**src/rtl/palindromic_tree_builder_macros.svh**
```systemverilog
// Assertion macros shared by the palindromic tree builder.
`ifndef PALINDROMIC_TREE_BUILDER_MACROS_SVH
`define PALINDROMIC_TREE_BUILDER_MACROS_SVH

// Same-cycle implication, disabled while the active-low reset is asserted.
`define PTB_ASSERT_IMPL(lbl, clk, rst_n, ante, cons, msg) \
    lbl: assert property (@(posedge clk) disable iff (!(rst_n)) (ante) |-> (cons)) \
        else $error(msg);

// Next-cycle implication, disabled while the active-low reset is asserted.
`define PTB_ASSERT_NEXT(lbl, clk, rst_n, ante, cons, msg) \
    lbl: assert property (@(posedge clk) disable iff (!(rst_n)) (ante) |=> (cons)) \
        else $error(msg);

`endif

```
**src/rtl/ptb_pkg.sv**
```systemverilog
// Types, constants and helpers of the palindromic tree builder.
`timescale 1ns / 1ps
package ptb_pkg;

    localparam int MAX_LEN     = 1024;
    localparam int ALPHABET    = 26;
    localparam int NODE_CAP    = MAX_LEN + 2;
    localparam int EDGE_DEPTH  = NODE_CAP * ALPHABET;
    localparam int HIST_DEPTH  = MAX_LEN + 1;
    localparam int NODE_W      = $clog2(NODE_CAP);
    localparam int POS_W       = $clog2(HIST_DEPTH);
    localparam int LEN_W       = 11;
    localparam int SYM_W       = 5;
    localparam int EDGE_AW     = $clog2(EDGE_DEPTH);
    localparam int CODE_W      = 7;

    localparam logic [CODE_W-1:0] CHAR_A     = CODE_W'(97);
    localparam logic [CODE_W-1:0] CHAR_END   = CODE_W'(97 + ALPHABET);
    localparam logic [NODE_W-1:0] ROOT_EMPTY = NODE_W'(0);
    localparam logic [NODE_W-1:0] ROOT_IMAG  = NODE_W'(1);

    // One node of the tree as kept in the node memory.
    typedef struct packed {
        logic [SYM_W-1:0]  sym;
        logic [NODE_W-1:0] parent;
        logic [LEN_W-1:0]  depth;
        logic [LEN_W-1:0]  len;
        logic [NODE_W-1:0] link;
    } t_node;

    typedef struct packed {
        logic              we;
        logic [POS_W-1:0]  waddr;
        logic [SYM_W-1:0]  wdata;
        logic [POS_W-1:0]  raddr;
    } t_lh_req;

    typedef struct packed {
        logic              we;
        logic [NODE_W-1:0] waddr;
        t_node             wdata;
        logic [NODE_W-1:0] raddr;
    } t_node_req;

    typedef struct packed {
        logic               we;
        logic [EDGE_AW-1:0] waddr;
        logic [NODE_W-1:0]  wdata;
        logic [EDGE_AW-1:0] raddr;
    } t_edge_req;

    // Output word, first field in the highest bits.
    typedef struct packed {
        logic             overflow;
        logic             created;
        logic [LEN_W-1:0] count;
        logic [LEN_W-1:0] len;
    } t_result;

    function automatic logic [EDGE_AW-1:0] edge_addr(input logic [NODE_W-1:0] node,
                                                    input logic [SYM_W-1:0] sym);
        logic [EDGE_AW-1:0] base;
        base = EDGE_AW'(node) * EDGE_AW'(ALPHABET);
        return base + EDGE_AW'(sym);
    endfunction

endpackage

```
**src/rtl/ptb_seq.sv**
```systemverilog
// Sequencer that walks suffix links and updates the tree held in the memories.
`timescale 1ns / 1ps
module ptb_seq import ptb_pkg::*; (
    input  logic              i_clk,
    input  logic              i_rst_n,
    input  logic              i_s_tvalid,
    output logic              o_s_tready,
    input  logic [7:0]        i_s_tdata,   // [6:0] char_code
    input  logic              i_s_tuser,   // restart
    output logic              o_m_tvalid,
    input  logic              i_m_tready,
    output logic [23:0]       o_m_tdata,   // [10:0] len, [21:11] count, [22] created, [23] overflow
    output t_lh_req           o_lh_req,
    input  logic [SYM_W-1:0]  i_lh_rdata,
    output t_node_req         o_node_req,
    input  t_node             i_node_rdata,
    output t_edge_req         o_edge_req,
    input  logic [NODE_W-1:0] i_edge_rdata
);

    localparam logic [3:0] S_CLR  = 4'd0;
    localparam logic [3:0] S_IDLE = 4'd1;
    localparam logic [3:0] S_WRD  = 4'd2;
    localparam logic [3:0] S_WLEN = 4'd3;
    localparam logic [3:0] S_WCMP = 4'd4;
    localparam logic [3:0] S_E1   = 4'd5;
    localparam logic [3:0] S_E2   = 4'd6;
    localparam logic [3:0] S_NEW  = 4'd7;
    localparam logic [3:0] S_L1   = 4'd8;
    localparam logic [3:0] S_L2   = 4'd9;
    localparam logic [3:0] S_WR   = 4'd10;
    localparam logic [3:0] S_OUT  = 4'd11;

    logic [3:0]          r_state,    n_state;
    logic [EDGE_AW-1:0]  r_clr,      n_clr;
    logic [NODE_W-1:0]   r_x,        n_x;
    logic [POS_W-1:0]    r_n,        n_n;
    logic [NODE_W-1:0]   r_total,    n_total;
    logic [NODE_W-1:0]   r_last,     n_last;
    logic [SYM_W-1:0]    r_sym,      n_sym;
    logic                r_phase,    n_phase;
    logic                r_force,    n_force;
    logic signed [LEN_W:0] r_xlen,   n_xlen;
    logic [NODE_W-1:0]   r_xlink,    n_xlink;
    logic [NODE_W-1:0]   r_cur,      n_cur;
    logic signed [LEN_W:0] r_cur_len, n_cur_len;
    logic [NODE_W-1:0]   r_cur_link, n_cur_link;
    logic [NODE_W-1:0]   r_child,    n_child;
    logic [NODE_W-1:0]   r_link,     n_link;
    logic [LEN_W-1:0]    r_ldepth,   n_ldepth;
    t_result             r_res,      n_res;
    t_result             r_out,      n_out;
    logic                r_out_valid, n_out_valid;

    assign o_s_tready = (r_state == S_IDLE);
    assign o_m_tvalid = r_out_valid;
    assign o_m_tdata  = r_out;

    always_comb begin
        logic [NODE_W-1:0]     total_eff;
        logic [NODE_W-1:0]     last_eff;
        logic [POS_W-1:0]      n_eff;
        logic [CODE_W-1:0]     code;
        logic signed [LEN_W:0] x_len;
        logic [NODE_W-1:0]     x_link;
        logic signed [LEN_W:0] pos;

        n_state     = r_state;
        n_clr       = r_clr;
        n_x         = r_x;
        n_n         = r_n;
        n_total     = r_total;
        n_last      = r_last;
        n_sym       = r_sym;
        n_phase     = r_phase;
        n_force     = r_force;
        n_xlen      = r_xlen;
        n_xlink     = r_xlink;
        n_cur       = r_cur;
        n_cur_len   = r_cur_len;
        n_cur_link  = r_cur_link;
        n_child     = r_child;
        n_link      = r_link;
        n_ldepth    = r_ldepth;
        n_res       = r_res;
        n_out       = r_out;
        n_out_valid = r_out_valid && !i_m_tready;
        o_lh_req    = '0;
        o_node_req  = '0;
        o_edge_req  = '0;

        total_eff = i_s_tuser ? NODE_W'(2) : r_total;
        last_eff  = i_s_tuser ? ROOT_EMPTY : r_last;
        n_eff     = i_s_tuser ? '0 : r_n;
        code      = i_s_tdata[CODE_W-1:0];

        // The two roots never live in memory.
        if (r_x == ROOT_EMPTY) begin
            x_len  = '0;
            x_link = ROOT_IMAG;
        end else if (r_x == ROOT_IMAG) begin
            x_len  = -(LEN_W+1)'(1);
            x_link = ROOT_EMPTY;
        end else begin
            x_len  = $signed({1'b0, i_node_rdata.len});
            x_link = i_node_rdata.link;
        end
        pos = $signed({1'b0, r_n}) - x_len - (LEN_W+1)'(1);

        case (r_state)
            S_CLR: begin
                o_edge_req.we    = 1'b1;
                o_edge_req.waddr = r_clr;
                if (r_clr == EDGE_AW'(EDGE_DEPTH - 1)) begin
                    n_state = S_IDLE;
                end else begin
                    n_clr = r_clr + EDGE_AW'(1);
                end
            end
            S_IDLE: begin
                if (i_s_tvalid) begin
                    n_total = total_eff;
                    n_last  = last_eff;
                    n_n     = n_eff;
                    n_res   = '0;
                    if (n_eff >= POS_W'(MAX_LEN)) begin
                        n_res.overflow = 1'b1;
                        n_state        = S_OUT;
                    end else if (code < CHAR_A || code >= CHAR_END) begin
                        n_state = S_OUT;
                    end else begin
                        n_n              = n_eff + POS_W'(1);
                        n_sym            = SYM_W'(code - CHAR_A);
                        o_lh_req.we      = 1'b1;
                        o_lh_req.waddr   = n_eff + POS_W'(1);
                        o_lh_req.wdata   = SYM_W'(code - CHAR_A);
                        n_x              = last_eff;
                        n_phase          = 1'b0;
                        n_state          = S_WRD;
                    end
                end
            end
            S_WRD: begin
                o_node_req.raddr = r_x;
                n_state          = S_WLEN;
            end
            S_WLEN: begin
                n_xlen  = x_len;
                n_xlink = x_link;
                if (r_x == ROOT_IMAG) begin
                    n_force = 1'b1;
                    n_state = S_WCMP;
                end else if (pos <= 0) begin
                    // Position zero holds the sentinel, which matches nothing.
                    n_x     = x_link;
                    n_state = S_WRD;
                end else begin
                    o_lh_req.raddr = POS_W'(pos);
                    n_force        = 1'b0;
                    n_state        = S_WCMP;
                end
            end
            S_WCMP: begin
                if (r_force || i_lh_rdata == r_sym) begin
                    o_edge_req.raddr = edge_addr(r_x, r_sym);
                    if (!r_phase) begin
                        n_cur      = r_x;
                        n_cur_len  = r_xlen;
                        n_cur_link = r_xlink;
                        n_state    = S_E1;
                    end else begin
                        n_state = S_L1;
                    end
                end else begin
                    n_x     = r_xlink;
                    n_state = S_WRD;
                end
            end
            S_E1: begin
                // An entry is only trusted if the child it names was built from this row.
                if (i_edge_rdata >= NODE_W'(2) && i_edge_rdata < r_total) begin
                    o_node_req.raddr = i_edge_rdata;
                    n_child          = i_edge_rdata;
                    n_state          = S_E2;
                end else begin
                    n_state = S_NEW;
                end
            end
            S_E2: begin
                if (i_node_rdata.parent == r_cur && i_node_rdata.sym == r_sym) begin
                    n_res.len   = i_node_rdata.len;
                    n_res.count = i_node_rdata.depth;
                    n_last      = r_child;
                    n_state     = S_OUT;
                end else begin
                    n_state = S_NEW;
                end
            end
            S_NEW: begin
                if (r_total >= NODE_W'(NODE_CAP)) begin
                    n_last  = ROOT_EMPTY;
                    n_state = S_OUT;
                end else if (r_cur == ROOT_IMAG) begin
                    n_link   = ROOT_EMPTY;
                    n_ldepth = '0;
                    n_state  = S_WR;
                end else begin
                    n_x     = r_cur_link;
                    n_phase = 1'b1;
                    n_state = S_WRD;
                end
            end
            S_L1: begin
                n_link = i_edge_rdata;
                if (i_edge_rdata >= NODE_W'(2)) begin
                    o_node_req.raddr = i_edge_rdata;
                    n_state          = S_L2;
                end else begin
                    n_ldepth = '0;
                    n_state  = S_WR;
                end
            end
            S_L2: begin
                n_ldepth = i_node_rdata.depth;
                n_state  = S_WR;
            end
            S_WR: begin
                o_node_req.we           = 1'b1;
                o_node_req.waddr        = r_total;
                o_node_req.wdata.link   = r_link;
                o_node_req.wdata.len    = LEN_W'(r_cur_len + (LEN_W+1)'(2));
                o_node_req.wdata.depth  = r_ldepth + LEN_W'(1);
                o_node_req.wdata.parent = r_cur;
                o_node_req.wdata.sym    = r_sym;
                o_edge_req.we           = 1'b1;
                o_edge_req.waddr        = edge_addr(r_cur, r_sym);
                o_edge_req.wdata        = r_total;
                n_res.len               = LEN_W'(r_cur_len + (LEN_W+1)'(2));
                n_res.count             = r_ldepth + LEN_W'(1);
                n_res.created           = 1'b1;
                n_last                  = r_total;
                n_total                 = r_total + NODE_W'(1);
                n_state                 = S_OUT;
            end
            S_OUT: begin
                if (!r_out_valid || i_m_tready) begin
                    n_out       = r_res;
                    n_out_valid = 1'b1;
                    n_state     = S_IDLE;
                end
            end
            default: begin
                n_state = S_IDLE;
            end
        endcase
    end

    always_ff @(posedge i_clk) begin
        if (!i_rst_n) begin
            r_state     <= S_CLR;
            r_clr       <= '0;
            r_n         <= '0;
            r_total     <= NODE_W'(2);
            r_last      <= ROOT_EMPTY;
            r_out_valid <= 1'b0;
        end else begin
            r_state     <= n_state;
            r_clr       <= n_clr;
            r_n         <= n_n;
            r_total     <= n_total;
            r_last      <= n_last;
            r_out_valid <= n_out_valid;
        end
    end

    always_ff @(posedge i_clk) begin
        r_x        <= n_x;
        r_sym      <= n_sym;
        r_phase    <= n_phase;
        r_force    <= n_force;
        r_xlen     <= n_xlen;
        r_xlink    <= n_xlink;
        r_cur      <= n_cur;
        r_cur_len  <= n_cur_len;
        r_cur_link <= n_cur_link;
        r_child    <= n_child;
        r_link     <= n_link;
        r_ldepth   <= n_ldepth;
        r_res      <= n_res;
        r_out      <= n_out;
    end

endmodule

```
**config.mk**
```make
export PLATFORM = sky130hd
export DESIGN_NAME = ptb_seq
export DESIGN_NICKNAME = d
export VERILOG_FILES = /design/src/rtl/palindromic_tree_builder_macros.svh /design/src/rtl/ptb_pkg.sv /design/src/rtl/ptb_seq.sv
export SDC_FILE = /design/constraint.sdc
export NUM_CORES = 1
export LEC_CHECK = 0
export ABC_AREA = 1
export ABC_CLOCK_PERIOD_IN_PS = 3250
export CORE_MARGIN = 2
export CORE_UTILIZATION = 50
export CTS_BUF_LIST = sky130_fd_sc_hd__clkbuf_8
export DETAILED_ROUTE_END_ITERATION = 8
export DONT_BUFFER_PORTS = 1
export HOLD_SLACK_MARGIN = 0.02
export PLACE_DENSITY = 0.68
export SYNTH_ARGS = -nofsm -noshare
export SYNTH_HDL_FRONTEND = slang
export SYNTH_SLANG_ARGS = --single-unit
```
**constraint.sdc**
```tcl
create_clock -name i_clk -period 3.25 [get_ports i_clk]
set_input_delay 0.4875 -clock i_clk [delete_from_list [all_inputs] [get_ports i_clk]]
set_output_delay 0.4875 -clock i_clk [all_outputs]
set_load 0.02 [all_outputs]
```
==> impl_metrics.toml <==
[worst_setup_path]
max_stage_delay_ps = 490
worstPathRequired_ps = 2760
slowest_stage = "fa_1"
cpMostUsedCell = "inv_2"
critPathKind = "reg -> out"
critPathLaunchType = "flip-flop"
crit_fanout = 5
cp.arrival_ps = 3620
endpoint_kind = "output port"
crit_chain = "inv_2 -> ha_4 -> inv_2 -> fa_1 -> inv_2 -> ha_4 -> a21oi_4 -> nand2_4 -> xor2_2 -> nand2_2 -> nor2_2 -> nand4_1 -> o21ai_1 -> nand3_1 -> o21ai_4"

[detailed_routing]
route.detailed.drc = 0
post_drt_wl_per_cell_um = 18.6
drtIter0Drc = 1102
drt_wl_total_um = 43900
vias = 13200
drtAntennaViolNets = 0
drtPass1Iterations = 5
routed_via_density = 5.59

[timing]
rsz0062_at_grt = "true"
fmax_ghz = 0.243
fin_tns_setup_ps = -23500
min_period_over_period_pct = 127
whs_ps = 46.3
setup_slack_ps = -862
finalHoldViolCount = 0
finalClockSkew_ps = 39.5
finalSetupViolations = 42
period_minus_slack_ps = 4110
max_slew.worst_pin.slew_ps = 790
slew_violations = 0
timing.slew.headroom_pct = 47.3

[place]
io_buffers = 0
pre_cts_ws_ps = -520
routabilityCongestion = 0.943
dpl.hpwl_um = 30600

[cts]
cts.path.max_buffers = 3
clk_pin_slew_ps = 60
clk_latency_ps = 540
clockRootBuffer = "clkbuf_8"
h-tree-depth = 2
cts_buffers = 37
cts_tree = "yes"
cts.sinks = 207

[synth]
yosysWarnings = 0
synth_cell_types = 53
syn-mean-instance-area_um2 = 8.05
synth_mux_area_share_pct = 0
synthCells = 1707
synth_top_family_by_area = "simple AND/OR/NAND/NOR gates"
ys.flop_type = "edfxtp_1"
synth-edff-count = 154
synth-simple-area-share_pct = 22.0
syn_area_um2 = 13700
synthArstFlopShare_pct = 0
synthAdderAreaFrac_pct = 11.6
synth_compound_area_share_pct = 11.3
synthesis.nets = 1901
yosysSeqAreaShare_pct = 41.4
synth_xor_area_share_pct = 2.86
synth-seq-cells = 207

[floorplan]
initial_core_util_pct = 51.0
rows = 60
die-width_um = 170
chipHeight_um = 170
dieArea_um2 = 28800
io_pins = 246
core_um2 = 27000

[power]
leakagePower_nw = 8.31
peakVddDrop_mv = 0.229
p_per_area_nw_per_um2 = 301

[final_layout]
layout_commonest_cell = "inv_1"
diodes = 0
area_growth_syn_to_layout_pct = 38.5
final_nets = 2190
drive_above_1_share_pct = 33.9
nFillCells = 1970
final_cell_mix = "281 x inv_1, 240 x buf_4, 224 x nand2_1"

[global_route]
grt_overflow_total = 0
grt_pass1_wl_um = 64500
grt_max_degree = 34
grt_usage_pct = 28.4
grt_pass1_vias = 12700
grt_antenna_before_repair = 0

[job]
maxCapViolCount = 0

[hold_path]
hold_path.class = "in -> reg"

[run_status]
status = "finished, violations left"
violations = "negative setup slack"
## per-layer routing
metal	routed length, um	global-route usage, %	vias up
li1	-	-	6202
met1	17400	35.3	6350
met2	21700	49.7	572
met3	3360	5.34	112
met4	1450	9.33	0
met5	0	0	-
## synth_stat cells, types with 7 or more instances
cell type,n,area [um2]
a21o_1,7,52.6
nor3_1,49,245
nand4_1,22,138
a22oi_1,10,75.1
inv_1,328,1230
nand2_1,284,1070
o311ai_0,10,87.6
o21bai_1,10,75.1
clkbuf_1,27,101
edfxtp_1,154,4620
fa_1,19,380
nor2_1,211,792
a211oi_1,13,97.6
a21oi_1,97,485
o22ai_1,23,144
nand3_1,73,365
xor2_1,20,175
dfxtp_1,53,1060
buf_4,12,90.1
nor4_1,8,50.1
ha_1,97,1210
xnor2_1,23,201
o21ai_0,73,365
## critical path, delay by kind of cell (launching register included)
| family | cells | cell delay (ps) |
|---|---|---|
| XOR/XNOR | 1 | 210 |
| adder cells (fa/ha/maj) | 3 | 1000 |
| buffers and inverters | 3 | 160 |
| AO/OA/AOI/OAI | 3 | 530 |
| AND/OR/NAND/NOR | 5 | 750 |
| flip-flops | 1 | 430 |
## area by class of cell
type                    instances  area (um2)  area share [%]
flip-flops and latches        207        5700            29.9
clock inverters                28         255            1.34
inverters                     335        1290            6.76
repair inverters                1        7.51          0.0394
well taps                     341         427            2.24
multi-input cells            1117        8340            43.8
clock buffers                  40         551            2.89
repair buffers                297        2480            13.0
## kinds of logic after synthesis
logic type,Yosys count
adders and majority gates,116
and+or+nand+nor,691
DFF,207
buffers and inverters,383
xor gates and xnor gates,44
AOI/OAI and AO/OA,266
## worst paths after layout
path	start	end	slack (ps)	cells past startpoint
max reg2reg	r_x[4]$_DFFE_PP_	r_x[0]$_DFFE_PP_	-280	23
min	i_edge_rdata[3]	r_child[3]$_DFFE_PP_	50	0
max	r_cur[2]$_DFFE_PP_	o_edge_req[38]	-860	15
min reg2reg	r_xlen[3]$_DFFE_PP_	r_cur_len[3]$_DFFE_PP_	420	0
## metrics by stage
step | power (mW) | area [um2] | util (%) | std cells
detailed placement | 3.04 | 15900 | 59.1 | 2221
finish | 5.73 | 19000 | 70.6 | 2366
global placement | 3.04 | 15900 | 59.1 | 2221
CTS | 5.72 | 18100 | 67.1 | 2346
floorplan | 2.99 | 14100 | - | 1707
global route | 5.87 | 19000 | 70.6 | 2366
## power by group
group          leakage (nW)  internal [mW]  switching [mW]  total [mW]
Sequential             1.83           2.81         0.00363        2.82
Combinational          6.04          0.106           0.125       0.231
Clock                 0.442           1.54            1.13        2.68
Total                  8.31           4.46            1.26        5.73
## repair_timing
item                                    in CTS  in global routing
endpoints found under the setup margin      50                 60
gates resized for setup                    215                194
setup buffers                               49                 24
cloned                                       3                  0
hold endpoints to repair                    11                  0
hold buffers                                11                  0
pin swaps                                  110                131
(Power assumes the default switching activity.)
